### config.mk
export PLATFORM = sky130hd
export DESIGN_NAME = keyframe_timeline_interpolator
export DESIGN_NICKNAME = d
export VERILOG_FILES = /design/src/rtl/kti_pkg.sv /design/src/rtl/kti_ram.sv /design/src/rtl/kti_front.sv /design/src/rtl/kti_back.sv /design/src/rtl/keyframe_timeline_interpolator.sv
export SDC_FILE = /design/constraint.sdc
export NUM_CORES = 2
export LEC_CHECK = 0
export BUFFER_PORTS_ARGS = -buffer_cell sky130_fd_sc_hd__buf_2
export CORE_MARGIN = 4
export CORE_UTILIZATION = 55
export CTS_CLUSTER_DIAMETER = 100
export CTS_CLUSTER_SIZE = 28
export DETAILED_ROUTE_END_ITERATION = 16
export GPL_TIMING_DRIVEN = 0
export HOLD_SLACK_MARGIN = 0.1
export MAX_ROUTING_LAYER = met4
export PLACE_DENSITY = 0.72
export SLEW_MARGIN = 20
export SYNTH_ARGS = -nofsm -noshare
export SYNTH_HDL_FRONTEND = slang
export SYNTH_SLANG_ARGS = --single-unit
### constraint.sdc
create_clock -name i_clk -period 38.3 [get_ports i_clk]
set_clock_uncertainty 0.05 [all_clocks]
set_input_delay 7.66 -clock i_clk [delete_from_list [all_inputs] [get_ports i_clk]]
set_output_delay 7.66 -clock i_clk [all_outputs]
set_load 0.02 [all_outputs]
### src/rtl/kti_pkg.sv
package kti_pkg;

    localparam int MaxKeyframes = 8;

    // Operation codes of an input request.
    typedef enum logic [1:0] {
        OP_CLEAR  = 2'd0,
        OP_APPEND = 2'd1,
        OP_QUERY  = 2'd2,
        OP_NONE   = 2'd3
    } t_op;

    // Result status codes.
    typedef enum logic [1:0] {
        ST_OK    = 2'd0,
        ST_FULL  = 2'd1,
        ST_FEW   = 2'd2,
        ST_SPAN  = 2'd3
    } t_status;

    // One request as it leaves the front part.
    typedef struct packed {
        t_op         op;
        logic [16:0] pos;
        logic [31:0] value;
        logic [63:0] colour;
    } t_req;

    // One result item.
    typedef struct packed {
        t_status     status;
        logic [31:0] value;
        logic [63:0] colour;
    } t_res;

    typedef enum logic [2:0] {
        S_IDLE,
        S_SEARCH,
        S_READ,
        S_DIV,
        S_LERP,
        S_OUT
    } t_state;

endpackage

### src/rtl/kti_ram.sv
module kti_ram #(
    parameter int Width = 8,
    parameter int Depth = 8
) (
    input  logic                     i_clk,
    input  logic                     i_we,
    input  logic [$clog2(Depth)-1:0] i_waddr,
    input  logic [Width-1:0]         i_wdata,
    input  logic [$clog2(Depth)-1:0] i_raddr,
    output logic [Width-1:0]         o_rdata
);

    logic [Width-1:0] r_mem [Depth];
    logic [Width-1:0] r_rdata;

    // Single write port, registered read port.
    always_ff @(posedge i_clk) begin
        if (i_we) begin
            r_mem[i_waddr] <= i_wdata;
        end
        r_rdata <= r_mem[i_raddr];
    end

    assign o_rdata = r_rdata;

endmodule

### src/rtl/kti_front.sv
module kti_front (
    input  logic           i_clk,
    input  logic           i_rst_n,
    input  logic           i_valid,
    output logic           o_ready,
    input  kti_pkg::t_req  i_req,
    output logic           o_valid,
    input  logic           i_ready,
    output kti_pkg::t_req  o_req
);

    // Two-entry queue between the stream input and the back part.
    kti_pkg::t_req r_q [2];
    logic          r_wp;
    logic          r_rp;
    logic [1:0]    r_cnt;
    logic          w_push;
    logic          w_pop;

    assign o_ready = (r_cnt != 2'd2);
    assign o_valid = (r_cnt != 2'd0);
    assign w_push  = i_valid && o_ready;
    assign w_pop   = o_valid && i_ready;
    assign o_req   = r_q[r_rp];

    // Queue storage.
    always_ff @(posedge i_clk) begin
        if (w_push) begin
            r_q[r_wp] <= i_req;
        end
    end

    // Queue pointers and fill count.
    always_ff @(posedge i_clk) begin
        if (!i_rst_n) begin
            r_wp  <= 1'b0;
            r_rp  <= 1'b0;
            r_cnt <= 2'd0;
        end else begin
            if (w_push) begin
                r_wp <= ~r_wp;
            end
            if (w_pop) begin
                r_rp <= ~r_rp;
            end
            r_cnt <= r_cnt + {1'b0, w_push} - {1'b0, w_pop};
        end
    end

`ifndef SYNTHESIS
    a_no_overflow: assert property (@(posedge i_clk) disable iff (!i_rst_n)
        r_cnt == 2'd2 |-> !o_ready) else $error("queue overflow");
    a_cnt_range: assert property (@(posedge i_clk) disable iff (!i_rst_n)
        r_cnt != 2'd3) else $error("queue count out of range");
    a_pop_valid: assert property (@(posedge i_clk) disable iff (!i_rst_n)
        w_pop |-> r_cnt != 2'd0) else $error("pop from empty queue");
`endif

endmodule

### src/rtl/kti_back.sv
module kti_back #(
    parameter int MaxKeyframes = kti_pkg::MaxKeyframes
) (
    input  logic           i_clk,
    input  logic           i_rst_n,
    input  logic           i_valid,
    output logic           o_ready,
    input  kti_pkg::t_req  i_req,
    output logic           o_valid,
    input  logic           i_ready,
    output kti_pkg::t_res  o_res
);

    localparam int Aw = $clog2(MaxKeyframes);
    localparam int Cw = $clog2(MaxKeyframes + 1);
    localparam int Ew = 17 + 32 + 64;

    kti_pkg::t_state  r_state, n_state;
    logic [Cw-1:0]    r_count;
    logic [Cw-1:0]    r_idx;
    kti_pkg::t_req    r_req;
    logic [Ew-1:0]    r_lo;
    logic [Ew-1:0]    r_hi;
    logic [16:0]      r_num;
    logic [16:0]      r_span;
    logic [16:0]      r_rem;
    logic [16:0]      r_frac;
    logic [4:0]       r_step;
    logic [2:0]       r_lane;
    kti_pkg::t_res    r_res;
    logic             r_ovalid;
    logic             r_first;

    logic             w_we;
    logic [Aw-1:0]    w_raddr;
    logic [Ew-1:0]    w_rdata;
    logic [16:0]      w_rpos;
    logic             w_accept;
    logic             w_stop;
    kti_pkg::t_status w_st;
    logic [17:0]      w_sh;
    logic [17:0]      w_sub;

    assign w_accept = i_valid && o_ready;
    assign o_ready  = (r_state == kti_pkg::S_IDLE) && !r_ovalid;
    assign w_we     = w_accept && (i_req.op == kti_pkg::OP_APPEND)
                      && (r_count < Cw'(MaxKeyframes));
    assign w_rpos   = w_rdata[Ew-1 -: 17];

    // The search ends at the first keyframe past the query or at the last one.
    assign w_stop   = (r_state == kti_pkg::S_SEARCH) && !r_first
                      && (w_rpos > r_req.pos || r_idx == r_count - Cw'(1));

    // The read address runs one ahead while searching.
    assign w_raddr  = (r_state == kti_pkg::S_SEARCH && !r_first && !w_stop)
                      ? Aw'(r_idx + Cw'(1)) : r_idx[Aw-1:0];

    // Divider step: shift the remainder and try to subtract the span.
    assign w_sh     = {r_rem, 1'b0};
    assign w_sub    = w_sh - {1'b0, r_span};

    // Status of a request that is settled at acceptance.
    always_comb begin
        w_st = kti_pkg::ST_OK;
        if (i_req.op == kti_pkg::OP_APPEND && r_count >= Cw'(MaxKeyframes)) begin
            w_st = kti_pkg::ST_FULL;
        end else if (i_req.op == kti_pkg::OP_QUERY && r_count < Cw'(2)) begin
            w_st = kti_pkg::ST_FEW;
        end
    end

    // Keyframe store: position, scalar and colour in one word.
    kti_ram #(.Width(Ew), .Depth(MaxKeyframes)) u_ram (
        .i_clk   (i_clk),
        .i_we    (w_we),
        .i_waddr (r_count[Aw-1:0]),
        .i_wdata ({i_req.pos, i_req.value, i_req.colour}),
        .i_raddr (w_raddr),
        .o_rdata (w_rdata)
    );

    // Lerp of one lane: lo + floor((hi - lo) * f / 65536).
    logic signed [33:0] w_a;
    logic signed [33:0] w_b;
    logic signed [33:0] w_d;
    logic signed [51:0] w_prod;
    logic        [31:0] w_lerp;
    always_comb begin
        if (r_lane == 3'd0) begin
            w_a = 34'(signed'(r_lo[95:64]));
            w_b = 34'(signed'(r_hi[95:64]));
        end else begin
            w_a = signed'({18'd0, r_lo[16*(r_lane-3'd1) +: 16]});
            w_b = signed'({18'd0, r_hi[16*(r_lane-3'd1) +: 16]});
        end
        w_d    = w_b - w_a;
        w_prod = w_d * signed'({1'b0, r_frac});
        w_lerp = 32'(w_a + 34'(w_prod >>> 16));
    end

    // Next state.
    always_comb begin
        n_state = r_state;
        unique case (r_state)
            kti_pkg::S_IDLE: begin
                if (w_accept && i_req.op == kti_pkg::OP_QUERY
                    && r_count >= Cw'(2)) begin
                    n_state = kti_pkg::S_SEARCH;
                end
            end
            kti_pkg::S_SEARCH: begin
                if (w_stop) begin
                    n_state = kti_pkg::S_READ;
                end
            end
            kti_pkg::S_READ:  n_state = kti_pkg::S_DIV;
            kti_pkg::S_DIV: begin
                if (r_step == 5'd17) begin
                    n_state = kti_pkg::S_LERP;
                end
            end
            kti_pkg::S_LERP: begin
                if (r_lane == 3'd4) begin
                    n_state = kti_pkg::S_OUT;
                end
            end
            kti_pkg::S_OUT:   n_state = kti_pkg::S_IDLE;
            default:          n_state = kti_pkg::S_IDLE;
        endcase
    end

    always_ff @(posedge i_clk) begin
        if (!i_rst_n) begin
            r_state <= kti_pkg::S_IDLE;
        end else begin
            r_state <= n_state;
        end
    end

    // Keyframe count and output handshake.
    always_ff @(posedge i_clk) begin
        if (!i_rst_n) begin
            r_count  <= '0;
            r_ovalid <= 1'b0;
        end else begin
            if (r_ovalid && i_ready) begin
                r_ovalid <= 1'b0;
            end
            if (w_accept) begin
                if (i_req.op == kti_pkg::OP_CLEAR) begin
                    r_count <= '0;
                end else if (w_we) begin
                    r_count <= r_count + Cw'(1);
                end
                if (!(i_req.op == kti_pkg::OP_QUERY && r_count >= Cw'(2))) begin
                    r_ovalid <= 1'b1;
                end
            end else if (r_state == kti_pkg::S_OUT) begin
                r_ovalid <= 1'b1;
            end
        end
    end

    // Datapath: search, divide, lerp.
    always_ff @(posedge i_clk) begin
        unique case (r_state)
            kti_pkg::S_IDLE: begin
                if (w_accept) begin
                    r_req   <= i_req;
                    r_idx   <= '0;
                    r_first <= 1'b1;
                    r_res   <= '{status: w_st, value: '0, colour: '0};
                end
            end
            kti_pkg::S_SEARCH: begin
                r_first <= 1'b0;
                if (!r_first) begin
                    r_lo <= r_hi;
                    r_hi <= w_rdata;
                    if (w_stop) begin
                        // A query before the first keyframe takes keyframe 0.
                        if (r_idx == '0) begin
                            r_res.value  <= w_rdata[95:64];
                            r_res.colour <= w_rdata[63:0];
                        end
                    end else begin
                        r_idx <= r_idx + Cw'(1);
                    end
                end
            end
            kti_pkg::S_READ: begin
                r_span <= r_hi[Ew-1 -: 17] - r_lo[Ew-1 -: 17];
                if (r_req.pos < r_lo[Ew-1 -: 17]) begin
                    r_num <= '0;
                end else begin
                    r_num <= r_req.pos - r_lo[Ew-1 -: 17];
                end
                r_lane <= '0;
                if (r_idx == '0 || r_hi[Ew-1 -: 17] <= r_lo[Ew-1 -: 17]) begin
                    r_step <= 5'd17;
                end else begin
                    r_step <= '0;
                end
                // Zero or negative span returns the lower keyframe.
                if (r_idx != '0 && r_hi[Ew-1 -: 17] <= r_lo[Ew-1 -: 17]) begin
                    r_res <= '{status: kti_pkg::ST_SPAN, value: r_lo[95:64],
                               colour: r_lo[63:0]};
                end
            end
            kti_pkg::S_DIV: begin
                if (r_step == 5'd0) begin
                    // The integer bit of the fraction; an offset past the
                    // span clamps the fraction to 1.0.
                    if (r_num >= r_span) begin
                        r_rem  <= '0;
                        r_frac <= 17'd1;
                    end else begin
                        r_rem  <= r_num;
                        r_frac <= '0;
                    end
                    r_step <= 5'd1;
                end else if (r_step != 5'd17) begin
                    // Restoring division, one fraction bit per step.
                    if (w_sh >= {1'b0, r_span}) begin
                        r_rem  <= w_sub[16:0];
                        r_frac <= {r_frac[15:0], 1'b1};
                    end else begin
                        r_rem  <= w_sh[16:0];
                        r_frac <= {r_frac[15:0], 1'b0};
                    end
                    r_step <= r_step + 5'd1;
                end
            end
            kti_pkg::S_LERP: begin
                r_lane <= r_lane + 3'd1;
                if (r_res.status == kti_pkg::ST_OK && r_idx != '0) begin
                    if (r_lane == 3'd0) begin
                        r_res.value <= w_lerp;
                    end else begin
                        r_res.colour[16*(r_lane-3'd1) +: 16] <= w_lerp[15:0];
                    end
                end
            end
            default: begin
            end
        endcase
    end

    assign o_valid = r_ovalid && (r_state == kti_pkg::S_IDLE);
    assign o_res   = r_res;

`ifndef SYNTHESIS
    a_count_max: assert property (@(posedge i_clk) disable iff (!i_rst_n)
        r_count <= Cw'(MaxKeyframes)) else $error("keyframe count overflow");
    a_busy_not_ready: assert property (@(posedge i_clk) disable iff (!i_rst_n)
        r_state != kti_pkg::S_IDLE |-> !o_ready) else $error("ready while busy");
    a_out_done: assert property (@(posedge i_clk) disable iff (!i_rst_n)
        r_state == kti_pkg::S_OUT |=> r_ovalid) else $error("result lost");
`endif

endmodule

### src/rtl/keyframe_timeline_interpolator.sv
// Keyframe timeline interpolator. Requests (clear, append, query) enter a
// two-deep queue and are executed one at a time; every request gives one
// result, and the next request is taken only after that result has left.
// Clear, append, the unused code and a query on fewer than two keyframes
// present their result on the cycle after acceptance. A query with at least
// two keyframes goes through these steps after acceptance: the keyframe
// memory read is started, the keyframes are searched in order, span and
// offset are formed, the bit-serial fraction divider runs, the shared lerp
// multiplier serves the value and each colour lane in turn, and the result is
// handed over. A query stopping before the first keyframe or on a zero span
// skips the divider steps.
module keyframe_timeline_interpolator #(
    parameter int MAX_KEYFRAMES = kti_pkg::MaxKeyframes
) (
    input  logic         i_clk,
    input  logic         i_rst_n,
    input  logic         s_axis_tvalid,
    output logic         s_axis_tready,
    // operation[1:0], position[18:2], value_in[50:19], red_in[66:51],
    // green_in[82:67], blue_in[98:83], alpha_in[114:99], zero pad to 120
    input  logic [119:0] s_axis_tdata,
    output logic         m_axis_tvalid,
    input  logic         m_axis_tready,
    // status[1:0], value_out[33:2], red_out[49:34], green_out[65:50],
    // blue_out[81:66], alpha_out[97:82], zero pad to 104
    output logic [103:0] m_axis_tdata
);

    kti_pkg::t_req w_in;
    kti_pkg::t_req w_q;
    kti_pkg::t_res w_res;
    logic          w_qv;
    logic          w_qr;

    assign w_in.op     = kti_pkg::t_op'(s_axis_tdata[1:0]);
    assign w_in.pos    = s_axis_tdata[18:2];
    assign w_in.value  = s_axis_tdata[50:19];
    assign w_in.colour = s_axis_tdata[114:51];

    kti_front u_front (
        .i_clk   (i_clk),
        .i_rst_n (i_rst_n),
        .i_valid (s_axis_tvalid),
        .o_ready (s_axis_tready),
        .i_req   (w_in),
        .o_valid (w_qv),
        .i_ready (w_qr),
        .o_req   (w_q)
    );

    kti_back #(.MaxKeyframes(MAX_KEYFRAMES)) u_back (
        .i_clk   (i_clk),
        .i_rst_n (i_rst_n),
        .i_valid (w_qv),
        .o_ready (w_qr),
        .i_req   (w_q),
        .o_valid (m_axis_tvalid),
        .i_ready (m_axis_tready),
        .o_res   (w_res)
    );

    assign m_axis_tdata = {6'd0, w_res.colour, w_res.value, w_res.status};

endmodule
# After elaboration in Yosys (flattened, before gate mapping)
# Memories as Yosys holds them, arrays and structs flattened. A register that Yosys moved wholly into a read port is not among the register bits.
# Index checks and enable logic that the tools add are counted.
[word_totals] ff_bits=434 ram_bits=1134 input_bits=124 output_inout_bits=106 wordCells=178 memories=2
[op_classes] n_addsub=14 mul=1 n_lt_le_gt_ge=9 eq_ne=25 shifts=4 muxes=52 bitwise_logic=3 n_reduce_logical=48
[memory_table] name="u_back.u_ram.r_mem" depth=8 word_bits=113 rd=1 rd_clocked_by_memory_dff=1 write_ports=1 line="kti_ram.sv:13" source="logic [Width-1:0] r_mem [Depth];"
[memory_table] name="u_front.r_q" depth=2 word_bits=115 rd=1 rd_clocked_by_memory_dff=1 write_ports=1 line="kti_front.sv:13" source="kti_pkg::t_req r_q [2];"
[ops] op="$mux 96" n=4
[ops] op="$pmux 96 s4" n=1
[ops] op="$shiftx 113x33->16" n=2
[ops] op="$mux 98" n=2
[ops] op="$mux 17" n=6
[ops] op="$mux 34" n=2
[ops] op="$bwmux 64" n=1
[ops] op="$mux 64" n=1
[ops] op="$shift 16x34->64 const A" n=1
[ops] op="$shiftx 16x34->64" n=1
[ops] op="$sub 17x17->17" n=3
[ops] op="$mul 34x18->48" n=1
[ops] op="$neg 32->34" n=1
[ops] op="$sub 34x34->34" n=1
[ops] op="$add 32x32->32" n=1
[ops] op="$mux 32" n=1
[ops] op="$mux 4" n=5
[ops] op="$ge 18x17->1" n=1
[ops] op="$ge 17x17->1" n=1
[ops] op="$gt 17x17->1" n=1
[ops] op="$le 17x17->1" n=1
[ops] op="$logic_and 1x1->1" n=17
[ops] op="$lt 17x17->1" n=1
[ops] op="$ne 2x1->1 const B" n=8
[ops] op="44 further kinds" n=92

# Logic depth before layout (Yosys ltp)
[depth] depth_word=11 ltp_mapped=63 ltp_nobuf=57

# By module
# Synthesis repeated with hierarchy kept, for this count alone.
[hier_totals] cells_unflattened=6247 area_unflattened_um2=89435.8
[by_module_without_submodules] module="kti_back" instances=1 cells_per_inst=4420 area_each_um2=44022.2 seq_area_each_um2=12832.3
[by_module_without_submodules] module="kti_ram" instances=1 cells_per_inst=1432 area_each_um2=36602.6 seq_area_each_um2=29408.2
[by_module_without_submodules] module="kti_front" instances=1 cells_per_inst=388 area_each_um2=8762.2 seq_area_each_um2=7006.7
[by_module_without_submodules] module="keyframe_timeline_interpolator" instances=1 cells_per_inst=7 area_each_um2=48.8 seq_area_each_um2=0.0

# Worst setup path before layout
# Ideal clock, no wire load.
[synth_timing] path_kind="flip-flop to flip-flop" startpoint="register u_back.r_state[0]" endpoint="register u_back.u_ram.r_rdata[100], in the netlist u_back.u_ram.o_rdata[100], read port of u_back.u_ram.r_mem" setup_time_ns=0.095 arrival_time_ns=13.381 t_required_ns=38.155 setup_slack_ns=24.773 path_stages_with_launch=14 n_path_buf=5 synth_period_minus_slack_ns=13.527 path_cell_list="dfxtp_1 -> clkbuf_1 -> nor2b_1 -> nor2b_1 -> clkbuf_1 -> clkinv_1 -> nor2_1 -> nand2_1 -> a32o_1 -> clkbuf_1 -> clkbuf_1 -> clkbuf_1 -> a32o_1 -> a221oi_1"
[synth_via] elab_chain_cells=6
[synth_rtl] element="from (decl)" line="kti_back.sv:18" source="kti_pkg::t_state r_state, n_state;"
[synth_rtl] element="from (signal assigned)" line="kti_back.sv:134" source="r_state <= kti_pkg::S_IDLE;"
[synth_rtl] element="from (signal assigned)" line="kti_back.sv:136" source="r_state <= n_state;"
[synth_rtl] element="$eq 3x1->1 (*)" line="kti_back.sv:51, kti_back.sv:55"
[synth_rtl] element="$logic_and 1x1->1 (*)" line="kti_back.sv:51, kti_back.sv:55"
[synth_rtl] element="$logic_and 1x1->1" line="kti_back.sv:52" source="&& (w_rpos > r_req.pos || r_idx == r_count - Cw'(1));"
[synth_rtl] element="$logic_not 1->1" line="kti_back.sv:55" source="assign w_raddr = (r_state == kti_pkg::S_SEARCH && !r_first && !w_stop)"
[synth_rtl] element="$logic_and 1x1->1 (*)" line="kti_back.sv:55"
[synth_rtl] element="$mux 3 (*)" line="kti_back.sv:56" source="? Aw'(r_idx + Cw'(1)) : r_idx[Aw-1:0];"
[synth_rtl] element="to (decl)" line="kti_ram.sv:14" source="logic [Width-1:0] r_rdata;"
# Mark *: on every way between the ends. The rest lies on a longest branch, timed or not.
# A chain may end at the register's enable or synchronous reset.

# Final worst setup path
[layout_timing] startpoint="register u_back.r_lane[0]" endpoint="register u_back.r_res (netlist bit u_back.o_res[95]), data pin"
[layout_via] elab_chain_cells=9 word_cells_on_any_way=12 classes_between="3 x add/sub; 1 x mul; 2 x shift; 5 x mux; 1 x reduce/logical"
[layout_rtl] element="from (decl)" line="kti_back.sv:29" source="logic [2:0] r_lane;"
[layout_rtl] element="from (signal assigned)" line="kti_back.sv:235" source="r_lane <= r_lane + 3'd1;"
[layout_rtl] element="$sub 3x1->4" line="kti_back.sv:93, kti_back.sv:94"
[layout_rtl] element="$shiftx 113x33->16 (on tied branches)" line="kti_back.sv:94, kti_back.sv:93"
[layout_rtl] element="$mux 34" line="kti_back.sv:89" source="if (r_lane == 3'd0) begin"
[layout_rtl] element="$sub 34x34->34" line="kti_back.sv:96" source="w_d = w_b - w_a;"
[layout_rtl] element="$mul 34x18->48" line="kti_back.sv:97" source="w_prod = w_d * signed'({1'b0, r_frac});"
[layout_rtl] element="$add 32x32->32 (*)" line="kti_back.sv:98" source="w_lerp = 32'(w_a + 34'(w_prod >>> 16));"
[layout_rtl] element="$mux 32 (*)" line="kti_back.sv:237" source="if (r_lane == 3'd0) begin"
[layout_rtl] element="$mux 96 (*)" line="kti_back.sv:236" source="if (r_res.status == kti_pkg::ST_OK && r_idx != '0) begin"
[layout_rtl] element="$pmux 96 s4 (*)" line="kti_back.sv:166" source="unique case (r_state)"
[layout_rtl] element="to (signal assigned)" line="kti_back.sv:172" source="r_res <= '{status: w_st, value: '0, colour: '0};"
[layout_rtl] element="to (signal assigned)" line="kti_back.sv:206" source="r_res <= '{status: kti_pkg::ST_SPAN, value: r_lo[95:64],"
[layout_rtl] element="to (decl)" line="kti_back.sv:30" source="kti_pkg::t_res r_res;"
# Mark *: on every way between the ends. The rest lies on a longest branch, timed or not. The select of a mux whose other input is x is not followed.

==> impl_metrics.yaml <==
run_status:
  status: "finished, final reports clean"
cts:
  clock-root-buffer: "clkbuf_16"
  clockBufferDepth: 3
  clkTransAtPathRegs_ps: 120
  htree_levels: 3
  cts_tree: "done"
  cts_resized: 0
  hold_buffers: 0
  cts_inserted_buffers: 73
  cts_sinks: 1682
  cts_setup_buffers: 0
  worstSkewPairLatency_ps: 740
routing:
  ant_nets: 0
  wl_met3_mm: 22.6
  dr.max_layer_used: "met4"
  avgRoutedWirePerCell_um: 26.8
  viasPerCell: 5.98
  drt-met1-wl_mm: 98.7
  dr_wl_met2_mm: 115
  drc: 0
  dr.pass1.iters: 9
  drt_iter0_drc: 6454
  wl_mm: 248
  num_vias: 55317
hold_path:
  hp-class: "reg2reg"
sta:
  fin_ws_ps: 20520
  min_period_ps: 17780
  timing.final.crit_share_pct: 46.4
  final_hold_viol_count: 0
  worstMarginPinSlew_ps: 1300
  setup_tns_ps: 0
  drv_slew: 0
  rsz0062_at_grt: "no"
  slew_headroom_pct: 12.5
  setup_violations: 0
  fmax_mhz: 56.2
synthesis:
  syn_inst: 6641
  synth_edf_count: 1556
  yosys_most_used_dff: "edfxtp_1"
  syn_area_per_cell_sq_um: 13.3
  yosys_warnings: 0
  synth-seq-cells: 1682
  syn_area_sq_mm: 0.0886
  synth_cell_types: 96
  yosysSeqAreaShare_pct: 55.6
  async_reset_ff_share_pct: 0
place:
  dp_hpwl_mm: 191
  portBuffers: 218
  dp_slack_ps: 20810
  post-place-cells: 9109
  gp_congestion: 1.00
worst_setup_path:
  crit_required_ps: 38680
  cp_slowest_cell: "xnor2_1"
  critPathMaxFanout: 10
  cpMostUsedCell: "fa_1"
  cp_slowest_stage_delay_ps: 900
  cp-end-kind: "flop"
  path_class: "reg2reg"
  startpoint_type: "flop"
  arrival_ps: 18160
floorplanning:
  die-area_sq_mm: 0.168
  core_sq_mm: 0.159
  fp.dieW_um: 409
  rows: 146
  io_pins: 230
  die_h_um: 409
  start_util_pct: 55.6
final_layout:
  final_util_pct: 60.6
  fin_nets: 7960
  layout-drive-gt1-share_pct: 9.41
  syn_to_final_growth_pct: 8.96
  final_cells: 9254
global_routing:
  track_usage_pct: 30.3
  grt_pass1_wl_mm: 364
  grt_max_degree: 52
  antenna_found_initial: 10
  overflow: 0
  grt_pass1_vias: 55203
run:
  max_cap_viol_count: 0
[synthesized netlist by cell type, drive strengths merged, types with 51 or more instances]
| cell | instances | area [sq um] |
|---|---|---|
| ha | 273 | 3420 |
| nor2b | 74 | 463 |
| inv | 825 | 3100 |
| a221oi | 116 | 1020 |
| edfxtp | 1556 | 46700 |
| nor2 | 130 | 495 |
| a21o | 67 | 503 |
| a21oi | 112 | 564 |
| mux2i | 359 | 3590 |
| dfxtp | 126 | 2520 |
| nand2 | 613 | 2310 |
| a32o | 116 | 1160 |
| and2 | 362 | 2260 |
| mux2 | 140 | 1580 |
| clkbuf | 268 | 1010 |
| xnor2 | 94 | 838 |
| fa | 525 | 10500 |
| a22oi | 115 | 868 |
| o21ai | 204 | 1020 |
| xor2 | 51 | 477 |
| buf | 63 | 313 |
[critical path: cells and delay by family (launching register included)]
kind                     cells  cell delay [ps]
adder cells (fa/ha/maj)     10             4350
AND/OR/NAND/NOR             12             1990
buffers and inverters       14             3990
AO/OA/AOI/OAI               21             5050
XOR/XNOR                     3             1370
flip-flops                   1              600
[final cells by class]
class,count,area [sq um]
clock buffer,120,2050
clock inverter,15,278
buffer,331,1340
tap,2146,2690
timing repair buffer,317,2710
sequential,1682,49200
inverter,827,3100
multi-input combinational,3806,35100
antenna,10,25.0
fill,12333,62800
[metal layers]
metal	track usage (%)	vias to the layer above
li1	-	24169
met1	40.6	28047
met2	46.7	2661
met3	5.19	440
met4	12.2	0
met5	-	-
[cells by family after synthesis]
group	share of synthesized area (%)
multiplexers	6.55
XOR/XNOR	1.54
AND/OR/NAND/NOR	7.53
flip-flops	55.6
adder cells (fa/ha/maj)	15.8
buffers and inverters	4.99
other	0.00423
AO/OA/AOI/OAI	8.01
[cell usage in the layout, fill, tap and decap left out, types with 138 or more instances in the layout]
cell / netlist / final
o21ai_0: 195 / 195
mux2_2: 138 / 138
fa_1: 525 / 525
edfxtp_1: 1556 / 1556
buf_2: 10 / 230
and2_1: 362 / 362
clkbuf_1: 268 / 302
nand2_1: 612 / 612
mux2i_1: 359 / 359
inv_1: 825 / 824
ha_1: 273 / 273
[path summary, 6_finish.rpt]
kind | end | startpoint | cells past startpoint | slack, ps
setup / recovery | u_back.o_res[95] | u_back.r_lane[0] | 60 | 20520
hold / removal | u_back.r_hi[82] | u_back.u_ram.o_rdata[82] | 0 | 370
setup reg to reg | u_back.o_res[95] | u_back.r_lane[0] | 60 | 20520
hold reg to reg | u_back.r_hi[82] | u_back.u_ram.o_rdata[82] | 0 | 370
[per-stage QoR]
stage                     cell area [sq um]  hold WS (ps)
final                                 96500           374
after global routing                  96500           381
after CTS                             96400           364
after detailed placement              94100           374
after global placement                92400           367
after floorplan                       88600           358
[flip-flops by register name, summed over array words and instances, names as in the netlist, named ones only]
signal,flops
u_back.r_frac,17
u_front.r_wp,1
u_back.r_rem,17
u_back.r_lo,113
u_back.r_req,17
u_front.r_q,230
u_back.r_hi,113
u_back.r_num,17
u_back.r_ovalid,1
u_back.u_ram.r_mem,904
u_back.o_res,98
u_back.r_step,5
u_back.r_span,17
u_front.r_rp,1
u_back.r_count,4
u_back.u_ram.o_rdata,113
u_front.r_cnt,2
u_back.r_state,3
u_back.r_lane,3
u_back.r_idx,4
u_back.r_first,1
Power is left out: the tool's default activity adds up to more than one toggle a clock period on the data nets, which glitch-free logic cannot reach.
